`config.mk`:
```
export PLATFORM = sky130hd
export DESIGN_NAME = tnds_ctrl
export DESIGN_NICKNAME = d
export VERILOG_FILES = /design/src/rtl/tnds_pkg.sv /design/src/rtl/tnds_ctrl.sv
export SDC_FILE = /design/constraint.sdc
export NUM_CORES = 1
export LEC_CHECK = 0
export BUFFER_PORTS_ARGS = -buffer_cell sky130_fd_sc_hd__buf_2
export CORE_AREA = 2 2 39 41
export DETAILED_ROUTE_END_ITERATION = 12
export DIE_AREA = 0 0 41 43
export HOLD_SLACK_MARGIN = 0.02
export PLACE_DENSITY = 0.7
export SYNTH_ARGS = -nofsm -noshare
export SYNTH_HDL_FRONTEND = slang
export SYNTH_SLANG_ARGS = --single-unit
export TNS_END_PERCENT = 50
```
`constraint.sdc`:
```
create_clock -name clk -period 2.8 [get_ports clk]
set_input_delay 0.14 -clock clk [delete_from_list [all_inputs] [get_ports clk]]
set_output_delay 0.14 -clock clk [all_outputs]
set_load 0.05 [all_outputs]
```
`src/rtl/tnds_pkg.sv`:
```
// Shared constants and control types for the top-N dot product search unit.
package tnds_pkg;

    localparam int VECTOR_LENGTH_MAX_DEF = 256;
    localparam int TOP_MAX_DEF           = 8;

    localparam int ELEM_W  = 16;
    localparam int ID_W    = 24;
    localparam int SCORE_W = 40;
    localparam int PROD_W  = 32;
    localparam int CFG_W   = 4;

    localparam int IN_TDATA_W  = 40;
    localparam int IN_TUSER_W  = 2;
    localparam int OUT_TDATA_W = 64;

    // s_tuser bit positions
    localparam int IN_USER_MODE      = 0;
    localparam int IN_USER_LAST_WORD = 1;

    // item kinds carried in s_tuser mode bit
    localparam logic MODE_QUERY     = 1'b0;
    localparam logic MODE_CANDIDATE = 1'b1;

    localparam logic [CFG_W-1:0] CFG_RESET = 4'd8;

    // -1.0 in Q10.30, marks an empty slot
    localparam logic signed [SCORE_W-1:0] SCORE_EMPTY = 40'shFF_C000_0000;
    localparam logic signed [SCORE_W-1:0] ACC_MAX     = 40'sh7F_FFFF_FFFF;
    localparam logic signed [SCORE_W-1:0] ACC_MIN     = 40'sh80_0000_0000;

    typedef struct packed {
        logic accept;     // input item taken this cycle
        logic mul_en;     // form product
        logic acc_en;     // add product into score
        logic ins_en;     // insert score into list, clear score
        logic emit_load;  // load one ranked entry into output register
        logic emit_last;  // final entry of the scan, empty the list
    } cmd_t;

    typedef struct packed {
        logic in_valid;
        logic in_mode;
        logic in_last_el;
        logic in_last_wd;
        logic out_free;   // output register can take a new entry
    } sts_t;

endpackage

```
`src/rtl/tnds_ctrl.sv`:
```
// Controller state machine for the top-N dot product search unit.
module tnds_ctrl #(
    parameter int TOP_MAX = tnds_pkg::TOP_MAX_DEF,
    localparam int NW = $clog2(TOP_MAX + 1),
    localparam int KW = (TOP_MAX > 1) ? $clog2(TOP_MAX) : 1
) (
    input  logic             clk,
    input  logic             rst_n,
    input  tnds_pkg::sts_t   sts,
    input  logic [NW-1:0]    slots,
    output logic             in_ready,
    output tnds_pkg::cmd_t   cmd,
    output logic [KW-1:0]    emit_idx
);

    localparam logic [2:0] S_IDLE = 3'd0;
    localparam logic [2:0] S_MUL  = 3'd1;
    localparam logic [2:0] S_ACC  = 3'd2;
    localparam logic [2:0] S_INS  = 3'd3;
    localparam logic [2:0] S_EMIT = 3'd4;

    logic [2:0]    state_reg, state_next;
    logic          last_el_reg, last_wd_reg;
    logic [KW-1:0] k_reg, k_next;
    logic          accept;
    logic          k_is_last;

    assign in_ready  = (state_reg == S_IDLE);
    assign accept    = sts.in_valid && in_ready;
    assign k_is_last = (NW'(k_reg) == slots - NW'(1));
    assign emit_idx  = k_reg;

    always_comb
    begin
        cmd           = '0;
        cmd.accept    = accept;
        cmd.mul_en    = (state_reg == S_MUL);
        cmd.acc_en    = (state_reg == S_ACC);
        cmd.ins_en    = (state_reg == S_INS);
        cmd.emit_load = (state_reg == S_EMIT) && sts.out_free;
        cmd.emit_last = cmd.emit_load && k_is_last;
    end

    always_comb
    begin
        state_next = state_reg;
        k_next     = k_reg;
        unique case (state_reg)
            S_IDLE:
            begin
                if (accept && (sts.in_mode == tnds_pkg::MODE_CANDIDATE))
                    state_next = S_MUL;
            end
            S_MUL:
                state_next = S_ACC;
            S_ACC:
                state_next = last_el_reg ? S_INS : S_IDLE;
            S_INS:
            begin
                k_next     = '0;
                state_next = last_wd_reg ? S_EMIT : S_IDLE;
            end
            S_EMIT:
            begin
                if (sts.out_free)
                begin
                    if (k_is_last)
                        state_next = S_IDLE;
                    else
                        k_next = k_reg + KW'(1);
                end
            end
            default:
                state_next = S_IDLE;
        endcase
    end

    always_ff @(posedge clk or negedge rst_n)
    begin
        if (!rst_n)
        begin
            state_reg   <= S_IDLE;
            k_reg       <= '0;
            last_el_reg <= 1'b0;
            last_wd_reg <= 1'b0;
        end
        else
        begin
            state_reg <= state_next;
            k_reg     <= k_next;
            if (accept)
            begin
                last_el_reg <= sts.in_last_el;
                last_wd_reg <= sts.in_last_wd;
            end
        end
    end

`ifndef ASSERT_OFF
    // rank counter stays inside the slots in use while emitting
    a_emit_idx_range: assert property (@(posedge clk) disable iff (!rst_n)
        (state_reg == S_EMIT) |-> (NW'(k_reg) < slots))
        else $error("emit index beyond slots in use");

    // insertion only follows the final element of a candidate
    a_ins_after_last: assert property (@(posedge clk) disable iff (!rst_n)
        (state_reg == S_INS) |-> ($past(state_reg) == S_ACC) && last_el_reg)
        else $error("insert without candidate end");
`endif

endmodule

```
# Word level (Yosys, flattened, before mapping)
# Index checks and enable logic that the tools add are counted.
# Widths: inputs -> output; s select.
# classes
n_addsub	2
n_eq_ne	9
mux	9
reduce_logical	8
# op_table
op	n
$mux 3	6
$pmux 3 s5	1
$eq 3x2->1 const B	2
$ne 2x2->1 const B	3
$pmux 3 s2	1
$reduce_and 3->1	2
$eq 3x4->1	1
$logic_and 1x1->1	4
$sub 4x1->4 const B	1
$add 3x1->3 const B	1
$eq 3x1->1 const B	1
$eq 3x3->1 const B	1
$logic_not 3->1	1
$mux 2	1
$ne 2x1->1 const B	1
$reduce_bool 2->1	1
# word_totals
regBits	8
inputBits	11
out_inout_bits	10

# Depth between registers and ports, before layout
# Gate-level depths: netlist (run 1).
# logic_depth
ltp_word	5
mapped_depth	6
ltp_nobuf	6

# Worst setup path before layout (run 1)
# OpenSTA, ideal clock, no wires.
# synth_timing
path_kind	reg-to-output
startpoint	reg k_reg[2] (netlist: emit_idx[2])
endpoint	out cmd[0] (netlist name)
t_arrival_ns	2.374
required_time_ns	2.660
slack_ns	0.286
path_stages_with_launch	4
n_path_buf	0
cell_sequence	dfrtp_1 xor2_1 or3_4 a211oi_1
# synth_rtl
element	line	rtl
start: declaration	tnds_ctrl.sv:24	logic [KW-1:0] k_reg, k_next;
start signal: assignment	tnds_ctrl.sv:90	k_reg <= k_next;
end: declaration	tnds_ctrl.sv:12	output tnds_pkg::cmd_t cmd,

==> results of run 1 <==
-- cells in the mapped netlist (all sizes together) --
master   instances
nor3             3
a211oi           1
and2             1
or3              1
mux2             1
nand3            1
a311oi           1
mux2i            3
a21oi            4
o31ai            1
o22ai            1
nand3b           2
o21ai            1
nand4bb          1
buf              2
a22oi            1
nor2             3
nor3b            1
inv              7
nand4            1
dfrtp            8
xor2             3
a41oi            1
ha               2
nand2            7
nand2b           1
-- per-layer routing --
| layer | wire length (um) | part of all wire, % |
|---|---|---|
| met1 | 472 | 44 |
| met2 | 555 | 52 |
| met3 | 48 | 4.5 |
| met4 | 0 | 0 |
| met5 | 0 | 0 |
-- timing repair --
item,in CTS,in global routing
hold buffers,1,0
setup endpoints to repair,0,0
endpoints found under the hold margin,8,0
gates resized for setup,0,0
-- report_power, final --
part            total, W  switching [W]  leakage, nW  internal, W
clock          0.0000838      0.0000351       0.0138    0.0000488
sequential      0.000232      0.0000661        0.102     0.000166
combinational   0.000459       0.000320        0.260     0.000139
-- worst max-delay path, delay by kind of cell (launching register included) --
| kind | cells | cell delay, ps |
|---|---|---|
| XOR/XNOR | 1 | 180 |
| AND/OR/NAND/NOR | 1 | 370 |
| AO/OA/AOI/OAI | 1 | 190 |
| buffers and inverters | 1 | 290 |
| flip-flops | 1 | 410 |
-- how the worst max path moves through the flow --
stage                         to  cells after the start
after floorplan           cmd[0]                      3
after global routing      cmd[0]                      4
after global placement    cmd[0]                      7
after CTS                 cmd[0]                      4
after detailed placement  cmd[0]                      7
final                     cmd[0]                      4
-- through the flow --
stage	total power [W]	instance area (um^2)
finish	0.000774	703
global route	0.000836	703
CTS	0.000785	703
detailed placement	0.000693	671
global placement	0.000682	671
floorplan	0.000600	563
-- cell type report --
type                            instances  area [um^2]
Timing Repair Buffer                   21          110
Clock buffer                            3         22.5
Sequential cell                         8          200
Tap cell                               16         20.0
Multi-Input combinational cell         42          324
Inverter                                7         26.3
Fill cell                             148          681
-- cells by family (layout without fill, tap and decap cells) --
| family | count (synthesis) | after routing | share of synthesized area, % |
|---|---|---|---|
| compound gates | 11 | 11 | 15.8 |
| xor+xnor | 3 | 3 | 4.67 |
| fa+ha+maj | 2 | 2 | 4.44 |
| buf+inv | 9 | 31 | 6.89 |
| flops | 8 | 8 | 35.6 |
| mux | 4 | 4 | 7.33 |
| simple gates | 22 | 22 | 25.3 |
==> impl_metrics.csv, run 1 <==
group,metric,value,unit
final_layout,nets,96,
global_routing,antenna_found_initial,0,
cts,cts.clk_slew.worst_paths,50,ps
worst_setup_path,reg2reg_depth,4,
worst_hold_path,min_path_cells,3,
floorplan,fp.coreArea,1380,um^2
cts,cts_buffers,3,
cts,cts_root_buffer,"clkbuf_4",
logic_synthesis,synth_cells,59,
drt,via_per_inst,5.06,
timing,rsz0062_at_grt,"no",
timing,final_max_slew_viol_count,0,
cts,post_cts_buffers,0,
job,drv_cap,0,
worst_setup_path,r2r-start,"emit_idx[2]",
floorplan,die_h,43,um
final_layout,drive_gt1_share,35.8,%
final_layout,fin_util,50.8,%
power,worst_ir_drop_vdd,0.000538,V
logic_synthesis,synth.area.top_cells,"dfrtp_1, mux2i_1, nand4bb_4, inv_1, nand2_1",
worst_setup_path,slowest_delay,410,ps
timing,hold_ws,104,ps
floorplan,io_pins,21,
worst_setup_path,worst_setup_path_start_kind,"register",
floorplan,num_rows,14,
floorplan,start_util,40.7,%
cts,cts_max_path_buffers,2,
worst_hold_path,hold_start,"sts[1]",
timing,slew_headroom,79.5,%
timing,final_hold_viol_count,0,
timing,fin_crit_sh,65.1,%
global_routing,grt_use_met1,20.2,%
placement,pre_cts_ws,1110,ps
placement,dpl.cell_count,93,
timing,skew,2.16,ps
outcome,status,"complete, no violations",
logic_synthesis,synth_fp_nets,72,
worst_setup_path,critPathLaunch,"emit_idx[2]",
logic_synthesis,ys_seq_area_share,35.6,%
power,powerDensity,1100,nW/um^2
worst_setup_path,critPathSlowestCell,"dfrtp_1",
floorplan,die_width,41,um
drt,post_drt_wl_per_cell,11.1,um
drt,drt_wl_total,1080,um
global_routing,grt_max_degree,10,
worst_setup_path,critical_path_class,"reg -> out",
cts,insertion_delay,250,ps
logic_synthesis,yosysUniqueCellTypes,27,
logic_synthesis,synth.avg_cell_area,9.54,um^2
drt,drcViolationCount,0,
timing,setup_viol,0,
worst_setup_path,r2r_end,"emit_idx[0]",
final_layout,final_cell_count_no_fill,97,
placement,dp_hpwl,885,um
floorplan,dieArea,1760,um^2
drt,ant_nets,0,
global_routing,grt_pass1_vias,439,
timing,clock.fmax,0.549,GHz
timing,layout_setup_ws,978,ps
global_routing,grt_util_met2,22.5,%
worst_setup_path,critPathCaptureType,"primary output",
drt,drt_pre_antenna_iters,3,
global_routing,grt_use_met3,1.57,%
cts,clock_sinks,8,
power,p_leak,0.376,nW
placement,portBuffers,20,
timing,worstMarginPinSlew,306,ps
global_routing,grt_pass1_wl,1810,um
logic_synthesis,ys_seq_elements,8,
worst_setup_path,cp_data_arrival_time,1680,ps
cts,htree_num_levels,1,
global_routing,overflow,0,
worst_hold_path,min_to,"last_wd_reg",
cts,tritoncts,"done",
logic_synthesis,synth_top_area_share,35.6,%
worst_setup_path,crit_chain,"xor2_1 > or3_4 > a211oi_1 > buf_2",
drt,vias,491,
timing,tns,0,ps
logic_synthesis,synth.cell_area,563,um^2
drt,drt_iter0_markers,4,
worst_setup_path,cp.required,2660,ps
global_routing,top_usage_layer,"met2",
final_layout,synthToLayoutAreaGrowth,24.9,%
final_layout,final_cell_mix,"buf_2, dfrtp_1, inv_1, nand2_1, a21oi_1",
worst_setup_path,crit_fanout,4,
timing,fin_crit,1820,ps
global_routing,grt_use_total,15.0,%
logic_synthesis,yosys_warnings,0,
final_layout,final_common_cell,"buf_2",
worst_hold_path,min_path_type,"in -> reg",
logic_synthesis,yosysTopAreaCell,"dfrtp_1",
placement,gp_congestion,0.702,
final_layout,antenna_cells,0,
worst_setup_path,r2r_slack,1320,ps
Power figures use the tool's default switching activity.
==> run 2, diff against run 1 <==
Settings changed: CORE_AREA 2 2 39 41 to 2 2 41 43, DIE_AREA 0 0 41 43 to 0 0 43 45, PLACE_DENSITY 0.7 to 0.67.
Clock period 2.8 ns to 1.5 ns, I/O delays scaled along.
==> impl_metrics.csv, run 2 (synthesis gave the netlist of run 1 again) <==
group,metric,value,unit
global_routing,antenna_found_initial,0,
floorplan,die_width,43,um
final_layout,final_cell_count_no_fill,107,
job,drv_cap,0,
drt,ant_nets,0,
worst_setup_path,r2r_end,"emit_idx[1]",
final_layout,antenna_cells,0,
power,power_frac_clock,11.0,%
worst_setup_path,cp.required,1420,ps
worst_hold_path,hold_start,"sts[1]",
worst_hold_path,min_path_type,"in -> reg",
power,p_int,0.000826,W
power,p_comb_share,64.5,%
final_layout,synthToLayoutAreaGrowth,48.7,%
timing,tns,-592,ps
global_routing,grt_use_total,13.9,%
worst_setup_path,r2r_slack,-140,ps
drt,drt_pre_antenna_iters,2,
power,worst_ir_drop_vdd,0.00114,V
power,powerDensity,2020,nW/um^2
power,netSwitchingPower,0.000865,W
floorplan,fp.coreArea,1470,um^2
cts,cts_root_buffer,"clkbuf_4",
timing,final_hold_viol_count,0,
timing,clock.fmax,0.575,GHz
global_routing,overflow,0,
final_layout,fin_util,56.9,%
cts,clock_sinks,8,
cts,cts_buffers,3,
timing,setup_viol,4,
worst_setup_path,r2r-start,"emit_idx[2]",
placement,dp_hpwl,919,um
floorplan,start_util,38.3,%
timing,slew_headroom,78.8,%
final_layout,drive_gt1_share,51.6,%
worst_setup_path,critical_path_class,"reg -> out",
timing,hold_ws,35.0,ps
final_layout,final_common_cell,"buf_2",
timing,fin_crit,1740,ps
cts,cts.clk_slew.worst_paths,60,ps
worst_setup_path,critPathCaptureType,"primary output",
cts,tritoncts,"done",
final_layout,fill_cells,140,
worst_setup_path,crit_fanout,3,
timing,layout_setup_ws,-238,ps
floorplan,io_pins,21,
global_routing,grt_pass1_wl,1970,um
final_layout,nets,105,
floorplan,num_rows,14,
worst_setup_path,cp_data_arrival_time,1660,ps
timing,fin_crit_sh,116,%
placement,portBuffers,20,
worst_hold_path,min_to,"last_wd_reg",
power,p_leak,0.432,nW
worst_setup_path,reg2reg_depth,5,
timing,final_max_slew_viol_count,0,
drt,drt_iter0_markers,6,
cts,insertion_delay,260,ps
cts,cts_max_path_buffers,2,
worst_hold_path,min_path_cells,3,
timing,rsz0062_at_grt,"yes",
floorplan,die_h,45,um
timing,skew,8.41,ps
drt,via_per_inst,4.79,
power,seqPwrFrac,24.5,%
placement,dpl.cell_count,100,
global_routing,grt_max_degree,9,
outcome,status,"finished, violations left",
cts,htree_num_levels,1,
floorplan,dieArea,1940,um^2
outcome,violations,"negative setup slack",
drt,post_drt_wl_per_cell,11.2,um
timing,worstMarginPinSlew,316,ps
placement,gp_congestion,0.766,
worst_setup_path,worst_setup_path_start_kind,"register",
global_routing,grt_pass1_vias,479,
drt,vias,512,
final_layout,final_cell_mix,"buf_2, buf_4, inv_1, nand2_1, dfrtp_1",
power,power_switching_share,51.2,%
drt,drcViolationCount,0,
drt,drt_wl_total,1200,um
run 2: changes by cell type in the layout (fill, tap and decap cells not counted), sizes merged:
cell    previous run  this run
buf               20        27
clkbuf             3         6
run 2: how the worst max path moves through the flow:
stage          cells after the start         from  slack (ps)  endpoint
6_report                           4  emit_idx[2]        -240    cmd[0]
3_3_place_gp                       7     slots[0]         -20    cmd[0]
2_1_floorplan                      3  emit_idx[2]        -220    cmd[0]
4_1_cts                            4  emit_idx[2]        -250    cmd[0]
3_5_place_dp                       7     slots[0]         -70    cmd[0]
5_1_grt                            4  emit_idx[2]        -280    cmd[0]
run 2: worst max-delay path: stages, from the launching register on:
cell and delay [ps]:
dfrtp_2 430, xor2_2 160, or3_4 410, a211oi_4 210, buf_6 180
run 2: per-layer routing:
| layer | track usage [%] | vias to the layer above | share of wire, % |
|---|---|---|---|
| met5 | 0 | - | 0 |
| met4 | 9.09 | 0 | 1.9 |
| met3 | 1.20 | 2 | 4.0 |
| met2 | 22.4 | 13 | 48 |
| met1 | 18.0 | 229 | 46 |
| li1 | - | 268 | - |
run 2: what timing repair did:
action	in CTS	in global routing
setup buffers	0	2
pin swaps	1	3
hold buffers	1	0
gates resized for setup	4	3
hold endpoints to repair	8	0
setup endpoints to repair	3	5
run 2: power groups by stage:
stage	logic [W]	registers, W	clock network (W)
2_1_floorplan	0.000686	0.000541	0
3_3_place_gp	0.00104	0.000414	0
3_5_place_dp	0.00105	0.000417	0
5_1_grt	0.00117	0.000431	0.000200
6_report	0.00109	0.000415	0.000186
4_1_cts	0.00106	0.000418	0.000193
run 2: layout make-up:
| class | instances | area [um^2] | share of cell area, % |
|---|---|---|---|
| Clock buffer | 4 | 26.3 | 3.14 |
| Inverter | 7 | 26.3 | 3.14 |
| Multi-Input combinational cell | 42 | 370 | 44.2 |
| Sequential cell | 8 | 203 | 24.2 |
| Tap cell | 16 | 20.0 | 2.39 |
| Timing Repair Buffer | 30 | 191 | 22.9 |
run 2: per-stage QoR:
| step | cell area, um^2 | setup WS, ps | power (W) |
|---|---|---|---|
| after floorplan | 611 | -221 | 0.00123 |
| after global placement | 761 | -17.5 | 0.00145 |
| after detailed placement | 761 | -74.2 | 0.00147 |
| after CTS | 813 | -253 | 0.00167 |
| after global routing | 837 | -279 | 0.00180 |
| final | 837 | -238 | 0.00169 |
==> run 3, diff against run 2 <==
Settings changed: CORE_AREA 2 2 41 43 to 2 2 39 41, DIE_AREA 0 0 43 45 to 0 0 41 43, PLACE_DENSITY 0.67 to 0.7.
Clock period 1.5 ns to 2.1 ns, I/O delays scaled along.
==> impl_metrics.csv, run 3 (synthesis gave the netlist of run 1 again) <==
group,metric,value,unit
outcome,status,"complete, no violations",
floorplan,die_h,43,um
floorplan,io_pins,21,
drt,via_per_inst,5.15,
drt,vias,500,
power,worst_ir_drop_vdd,0.000742,V
worst_setup_path,critPathCaptureType,"primary output",
cts,cts.clk_slew.worst_paths,50,ps
drt,drt_pre_antenna_iters,2,
drt,drt_iter0_markers,5,
cts,cts_max_path_buffers,2,
final_layout,final_cell_mix,"buf_2, dfrtp_1, inv_1, nand2_1, a21oi_1",
cts,cts_root_buffer,"clkbuf_4",
placement,post_dp_cell_area,681,um^2
timing,final_hold_viol_count,0,
timing,final_max_slew_viol_count,0,
global_routing,antenna_found_initial,0,
drt,met1Wirelength,515,um
placement,portBuffers,20,
worst_setup_path,cp.required,2000,ps
drt,ant_nets,0,
drt,dr.max_layer_used,"met4",
worst_setup_path,cp_data_arrival_time,1680,ps
cts,post_cts_buffers,0,
timing,fin_crit_sh,84.9,%
final_layout,drive_gt1_share,38.3,%
drt,post_drt_wl_per_cell,12.2,um
timing,fin_crit,1780,ps
final_layout,stdcell_area,713,um^2
drt,drcViolationCount,0,
cts,insertion_delay,250,ps
worst_setup_path,crit_fanout,4,
final_layout,nets,96,
timing,slew_headroom,77.6,%
power,p_leak,0.378,nW
global_routing,grt_pass1_wl,2010,um
drt,met3WireLength,51,um
floorplan,num_rows,14,
cts,tritoncts,"done",
cts,htree_num_levels,1,
timing,worstMarginPinSlew,334,ps
final_layout,fill_cells,136,
global_routing,grt_pass1_vias,492,
timing,rsz0062_at_grt,"no",
timing,clock.fmax,0.561,GHz
timing,skew,4.87,ps
floorplan,fp.coreArea,1380,um^2
floorplan,dieArea,1760,um^2
floorplan,die_width,41,um
final_layout,final_common_cell,"buf_2",
worst_setup_path,critical_path_class,"reg -> out",
final_layout,antenna_cells,0,
power,p_total,0.00105,W
timing,setup_viol,0,
global_routing,overflow,0,
drt,wl_met2,613,um
cts,clock_sinks,8,
placement,dp_hpwl,967,um
power,powerDensity,1470,nW/um^2
worst_hold_path,min_path_type,"in -> reg",
drt,drt_wl_total,1180,um
timing,tns,0,ps
timing,hold_ws,72.3,ps
final_layout,synthToLayoutAreaGrowth,26.7,%
global_routing,grt_max_degree,10,
cts,cts_buffers,3,
job,drv_cap,0,
global_routing,grt_use_total,16.6,%
placement,gp_congestion,0.739,
floorplan,start_util,40.7,%
worst_setup_path,worst_setup_path_start_kind,"register",
## run 3: cell count changes in the layout (fill, tap and decap cells not counted), sizes merged
cell,change
clkbuf,-3
buf,-7
## run 3: worst paths after layout
path / from / endpoint / slack, ps / cells after the start
worst min-delay path: sts[2] / last_el_reg / 70 / 2
max in group asynchronous: rst_n / emit_idx[0] / 1700 / 2
min in group asynchronous: rst_n / last_el_reg / 230 / 2
worst max-delay path: emit_idx[2] / cmd[0] / 320 / 4
worst min register to register: last_el_reg / last_el_reg / 520 / 1
worst max register to register: emit_idx[2] / emit_idx[1] / 590 / 4
## run 3: cell type report
| cell class | instances | area, um^2 | share of cell area [%] |
|---|---|---|---|
| clock buffers | 3 | 22.5 | 3.16 |
| inverters | 7 | 26.3 | 3.68 |
| multi-input cells | 42 | 334 | 46.8 |
| flip-flops and latches | 8 | 200 | 28.1 |
| well taps | 16 | 20.0 | 2.81 |
| repair buffers | 21 | 110 | 15.4 |
## run 3: repair_timing
action | 4_1_cts | 5_1_grt
resized for setup | 0 | 0
hold endpoints to repair | 8 | 0
hold buffers | 1 | 0
## run 3: metal layers
metal / GRT usage [%] / up-vias
met4: 6.00 / 0
li1: - / 251
met3: 4.71 / 2
met1: 20.6 / 237
met2: 26.3 / 10
met5: 0 / -
## run 3: critical path: stages (launching register included)
cell and delay [ps]:
dfrtp_1 420, xor2_1 180, or3_4 370, a211oi_2 170
buf_2 280
## run 3: per-stage QoR
stage | utilization, % | worst slack [ps] | cells
2_1_floorplan | - | 76.6 | 59
3_3_place_gp | 49.2 | 534 | 93
3_5_place_dp | 49.2 | 477 | 93
4_1_cts | 51.5 | 304 | 97
5_1_grt | 51.5 | 212 | 97
6_report | 51.5 | 317 | 97
## run 3: power breakdown
group / internal [W] / switching (W) / total, W / leakage, nW
sequential: 0.000221 / 0.0000918 / 0.000313 / 0.102
combinational: 0.000188 / 0.000435 / 0.000623 / 0.262
clock: 0.0000650 / 0.0000463 / 0.000111 / 0.0138
total: 0.000474 / 0.000573 / 0.00105 / 0.378
